<file path="src/sv/oaa_pkg.sv">
// shared types, constants and helpers for the overlap-add accumulator
`timescale 1ns / 1ps
`default_nettype none

package oaa_pkg;

    localparam int FRAME_LEN_DEF = 512;
    localparam int CHANNELS_DEF  = 2;

    localparam int IDX_W   = 9;
    localparam int SMP_W   = 16;
    localparam int COEF_W  = 16;
    localparam int VAL_W   = 32;
    localparam int HOP_W   = 10;
    localparam int CFG_W   = 10;
    localparam int CFGI_W  = 1;
    localparam int IN_W    = 48;
    localparam int FUNC_W  = 2;

    localparam int HOP_RESET = 512;

    localparam logic [CFGI_W-1:0] CFG_ENABLE = 1'b0;
    localparam logic [CFGI_W-1:0] CFG_HOP    = 1'b1;

    typedef enum logic [FUNC_W-1:0] {
        FUNC_LOAD  = 2'd0,
        FUNC_ACC   = 2'd1,
        FUNC_READ  = 2'd2,
        FUNC_CLEAR = 2'd3
    } t_func;

    typedef enum logic [2:0] {
        ST_SWEEP,
        ST_IDLE,
        ST_ACC_MUL,
        ST_ACC_ADD,
        ST_RD_FETCH,
        ST_RD_HOLD
    } t_state;

    typedef struct packed {
        logic load_coef;
        logic acc_start;
        logic rd_start;
        logic clear_start;
        logic sweep;
        logic mult;
        logic acc_write;
        logic rd_zero;
        logic out_load;
    } t_cmd;

    typedef struct packed {
        t_func func;
        logic  enable;
        logic  primed;
        logic  sweep_last;
        logic  out_free;
    } t_stat;

    // remainder of a narrow value by a constant, one compare and subtract per bit
    function automatic logic [HOP_W-1:0] mod_small(input logic [HOP_W-1:0] v,
                                                   input int unsigned m);
        logic [HOP_W-1:0] r;
        r = v;
        for (int k = HOP_W - 1; k >= 0; k--) begin
            if ((m << k) < (1 << HOP_W)) begin
                if (r >= HOP_W'(m << k)) begin
                    r = r - HOP_W'(m << k);
                end
            end
        end
        return r;
    endfunction

endpackage

`default_nettype wire

</file>
<file path="src/sv/oaa_ctrl.sv">
// controller state machine for the overlap-add accumulator
`timescale 1ns / 1ps
`default_nettype none

module oaa_ctrl
    import oaa_pkg::*;
(
    input  wire logic i_clk,
    input  wire logic i_rst_n,
    input  wire logic i_in_valid,
    input  wire t_stat i_stat,
    output logic      o_in_ready,
    output t_cmd      o_cmd
);

    t_state r_state;
    t_state n_state;

    always_ff @(posedge i_clk) begin
        if (!i_rst_n) begin
            r_state <= ST_SWEEP;
        end else begin
            r_state <= n_state;
        end
    end

    always_comb begin
        n_state    = r_state;
        o_in_ready = 1'b0;
        o_cmd      = '0;
        case (r_state)
            ST_SWEEP: begin
                o_cmd.sweep = 1'b1;
                if (i_stat.sweep_last) begin
                    n_state = ST_IDLE;
                end
            end
            ST_IDLE: begin
                o_in_ready = 1'b1;
                if (i_in_valid) begin
                    case (i_stat.func)
                        FUNC_LOAD: begin
                            o_cmd.load_coef = 1'b1;
                        end
                        FUNC_CLEAR: begin
                            o_cmd.clear_start = 1'b1;
                            n_state = ST_SWEEP;
                        end
                        FUNC_ACC: begin
                            if (i_stat.enable) begin
                                o_cmd.acc_start = 1'b1;
                                n_state = ST_ACC_MUL;
                            end
                        end
                        FUNC_READ: begin
                            if (i_stat.enable && i_stat.primed) begin
                                o_cmd.rd_start = 1'b1;
                                n_state = ST_RD_FETCH;
                            end
                        end
                        default: begin
                            n_state = ST_IDLE;
                        end
                    endcase
                end
            end
            ST_ACC_MUL: begin
                o_cmd.mult = 1'b1;
                n_state = ST_ACC_ADD;
            end
            ST_ACC_ADD: begin
                o_cmd.acc_write = 1'b1;
                n_state = ST_IDLE;
            end
            ST_RD_FETCH: begin
                o_cmd.rd_zero = 1'b1;
                if (i_stat.out_free) begin
                    o_cmd.out_load = 1'b1;
                    n_state = ST_IDLE;
                end else begin
                    n_state = ST_RD_HOLD;
                end
            end
            ST_RD_HOLD: begin
                if (i_stat.out_free) begin
                    o_cmd.out_load = 1'b1;
                    n_state = ST_IDLE;
                end
            end
            default: begin
                n_state = ST_IDLE;
            end
        endcase
    end

endmodule

`default_nettype wire

</file>
<file path="config.mk">
export PLATFORM = sky130hd
export DESIGN_NAME = oaa_ctrl
export DESIGN_NICKNAME = d
export VERILOG_FILES = /design/src/sv/oaa_pkg.sv /design/src/sv/oaa_ctrl.sv
export SDC_FILE = /design/constraint.sdc
export NUM_CORES = 1
export LEC_CHECK = 0
export ABC_CLOCK_PERIOD_IN_PS = 1300
export BUFFER_PORTS_ARGS = -buffer_cell sky130_fd_sc_hd__buf_4
export CAP_MARGIN = 20
export CELL_PAD_IN_SITES_DETAIL_PLACEMENT = 1
export CELL_PAD_IN_SITES_GLOBAL_PLACEMENT = 2
export CORE_MARGIN = 2
export CORE_UTILIZATION = 19
export CTS_CLUSTER_SIZE = 30
export DETAILED_ROUTE_END_ITERATION = 16
export PLACE_DENSITY = 0.75
export RECOVER_POWER = 25
export SLEW_MARGIN = 20
export SYNTH_ARGS = -nofsm -noshare
export SYNTH_HDL_FRONTEND = slang
export SYNTH_SLANG_ARGS = --single-unit
</file>
<file path="constraint.sdc">
create_clock -name i_clk -period 1.3 [get_ports i_clk]
set_clock_uncertainty 0.05 [all_clocks]
set_input_delay 0.065 -clock i_clk [delete_from_list [all_inputs] [get_ports i_clk]]
set_output_delay 0.065 -clock i_clk [all_outputs]
set_load 0.1 [all_outputs]
</file>
==> flow_metrics.py <==
metrics = {
    "status": {
        "status": "finished, violations left",
        "violations": "negative setup slack",
    },
    "route": {
        "highest_metal_used": "met4",
        "detail_route.wl_per_cell_um": 12.2,
        "route.met3.wl_um": 63,
        "detail_route.iter0.violations": 4,
        "dr_total_vias": 400,
        "routedLengthMet1_um": 415,
        "detail_route.first_pass.iterations": 3,
        "wl_um": 1020,
        "drt_drc_violations_left": 0,
        "dr_wl_met2_um": 526,
        "antenna_left": 0,
        "vias_per_cell": 4.76,
    },
    "sta": {
        "hold_viol": 0,
        "grt_setup_unrepaired": "true",
        "fin_ws_ps": -210,
        "worst_slew_pin_slew_ps": 349,
        "maxSlewHeadroom_pct": 76.6,
        "achievable-frequency_mhz": 662,
        "final.period_utilization_pct": 116,
        "holdWs_ps": 27.3,
        "report.final.slew_viol_count": 0,
        "setup_viol": 7,
        "final.min_clock_period_ps": 1510,
    },
    "synth": {
        "postSynthNetCount": 49,
        "postSynthAreaPerCell_um2": 7.57,
        "postSynth.topFlopCell": "sky130_fd_sc_hd__dfxtp_1",
        "yosysUniqueCellTypes": 23,
        "synth-seq-cells": 3,
        "synth_edf_count": 0,
        "cells_after_synthesis": 40,
        "synth_seq_area_share_pct": 19.8,
        "postSynth.asyncResetShare_pct": 0,
        "synth_warnings": 0,
        "netlist_area_before_placement_um2": 303,
    },
    "floorplanning": {
        "row_count": 14,
        "start_util_pct": 20.1,
        "die_x_um": 43.9,
        "dieArea_um2": 1930,
        "die_h_um": 43.9,
        "core_um2": 1510,
        "num_io_pins": 19,
    },
    "clock_tree": {
        "clk_pin_slew_ps": 30,
        "tritoncts_clock_tree": "yes",
        "cts_made_buffers": 3,
        "clkLatencyLatePin_ps": 230,
        "cts_hold_repair.buffers": 0,
        "ctsRootBufferMaster": "sky130_fd_sc_hd__clkbuf_4",
        "numClockSinks": 3,
        "clock_tree.buffer_depth": 2,
        "number_of_levels_the_h_tree_was_split_into": 1,
    },
    "finish": {
        "post_route_cells_drive_above_1_share_pct": 67.6,
        "regArea_um2": 63.8,
        "n_fill_cell": 162,
        "most_common_library_cell_in_the_layout_ignoring_fill_and_taps": "sky130_fd_sc_hd__buf_4",
        "largest_register_ff_count": 3,
        "diodes": 0,
        "syn_to_final_growth_pct": 154,
        "final_cell_mix": "sky130_fd_sc_hd__buf_4, sky130_fd_sc_hd__buf_12, sky130_fd_sc_hd__nor3b_4",
        "largest_registers_in_the_final_layout": "r_state (3)",
        "design.final.nets": 78,
        "multi_input_comb_area_um2": 313,
        "largest_register": "r_state",
    },
    "global_route": {
        "grt_pass1_vias": 393,
        "grt_antenna_before_repair": 0,
        "globalRoute.totalOverflow": 0,
        "grt_util_all_layers_pct": 11.7,
        "global_route_wire_length_before_repair_um": 1660,
        "grt_start_max_net_pins": 11,
    },
    "setup_path": {
        "rr_startpoint": "r_state[1]",
        "timing.rr.end": "r_state[1]",
        "worstPathRequired_ps": 1190,
        "timing.critical_path.arrival_ps": 1400,
        "r2r.worst_path.cells": 5,
        "timing.critical_path.fanout_max": 4,
        "timing.critical_path.to": "o_cmd[6]",
        "critPathKind": "flop to output pin",
        "worst_setup_path_startpoint": "r_state[1]",
        "critical_path_end_type": "output pin",
        "regToRegSetupSlack_ps": -10,
        "worst_setup_path_start_kind": "flop",
    },
    "hold_path": {
        "hold_path_class": "primary input to flop",
        "worstHoldPathCells": 2,
    },
    "pwr": {
        "power_density_nw_per_um2": 743,
        "vdd_ir_drop_max_mv": 0.640,
        "total_power_consumption_of_the_routed_design_mw": 0.571,
        "leakagePower_nw": 0.310,
    },
    "run": {
        "max_cap_violations": 0,
    },
    "placed_design": {
        "placement.io_buffers": 18,
        "place_congestion": 0.696,
        "dp.final_hpwl_um": 719,
    },
}
-- how the worst min path moves through the flow --
stage	start	to
3_5_place_dp	i_rst_n	r_state[0]
2_1_floorplan	i_rst_n	r_state[0]
6_report	i_rst_n	r_state[0]
5_1_grt	i_rst_n	r_state[0]
3_3_place_gp	i_rst_n	r_state[0]
4_1_cts	i_rst_n	r_state[0]
-- worst max-delay path, cell delays in order, from the launching register on --
cell and delay (ps):
sky130_fd_sc_hd__dfxtp_2 320, sky130_fd_sc_hd__nor3b_4 260, sky130_fd_sc_hd__nand3b_1 230, sky130_fd_sc_hd__nor2_4 160, sky130_fd_sc_hd__buf_12 180
-- per-stage QoR --
| step | instance area, um^2 | util, % | setup WS, ps | std cells | TNS (ps) |
|---|---|---|---|---|---|
| finish | 768 | 51.0 | -210 | 84 | -889 |
| floorplan | 384 | - | -1290 | 40 | -7660 |
| global placement | 533 | 35.4 | -68.3 | 75 | -173 |
| CTS | 723 | 48.0 | -219 | 84 | -962 |
| detailed placement | 533 | 35.4 | -76.4 | 75 | -221 |
| global route | 768 | 51.0 | -286 | 84 | -1480 |
-- routing by layer --
| layer | track usage [%] | vias to the layer above |
|---|---|---|
| li1 | - | 201 |
| met1 | 14.4 | 180 |
| met2 | 18.2 | 17 |
| met3 | 3.75 | 2 |
| met4 | 5.45 | 0 |
| met5 | 0 | - |
-- layout make-up --
cell class | count | share of cell area, %
Tap cell | 16 | 2.61
Sequential cell | 3 | 8.31
Clock buffer | 4 | 3.42
Timing Repair Buffer | 27 | 44.0
Inverter | 2 | 0.977
Multi-Input combinational cell | 32 | 40.7
-- timing repair --
action,CTS,global route
resized for setup,32,9
setup buffers,5,1
pin swaps,4,2
setup endpoints to repair,11,12
hold endpoints to repair,0,0
-- cells in the mapped netlist, drive strengths merged, types with 2 or more instances --
master	n	area, um^2
nor3b	5	48.8
o21ai	2	10.0
buf	2	18.8
a31oi	2	12.5
and3b	2	17.5
dfxtp	3	60.1
nor3	2	10.0
nand3	3	15.0
nor2	6	22.5
inv	2	7.51
-- logic make-up after synthesis --
logic type / count (synthesis) / share of synthesized area (%)
AO/OA/AOI/OAI: 7 / 14.0
buffers and inverters: 5 / 10.3
flip-flops: 3 / 19.8
multiplexers: 1 / 3.31
AND/OR/NAND/NOR: 24 / 52.5
-- power breakdown --
| group | leakage, nW | internal (mW) | switching (mW) |
|---|---|---|---|
| registers | 0.0257 | 0.0989 | 0.00473 |
| clock network | 0.0150 | 0.115 | 0.0503 |
| logic | 0.269 | 0.127 | 0.175 |
| total | 0.310 | 0.342 | 0.230 |
No activity file was read; power rests on OpenSTA's default activity.
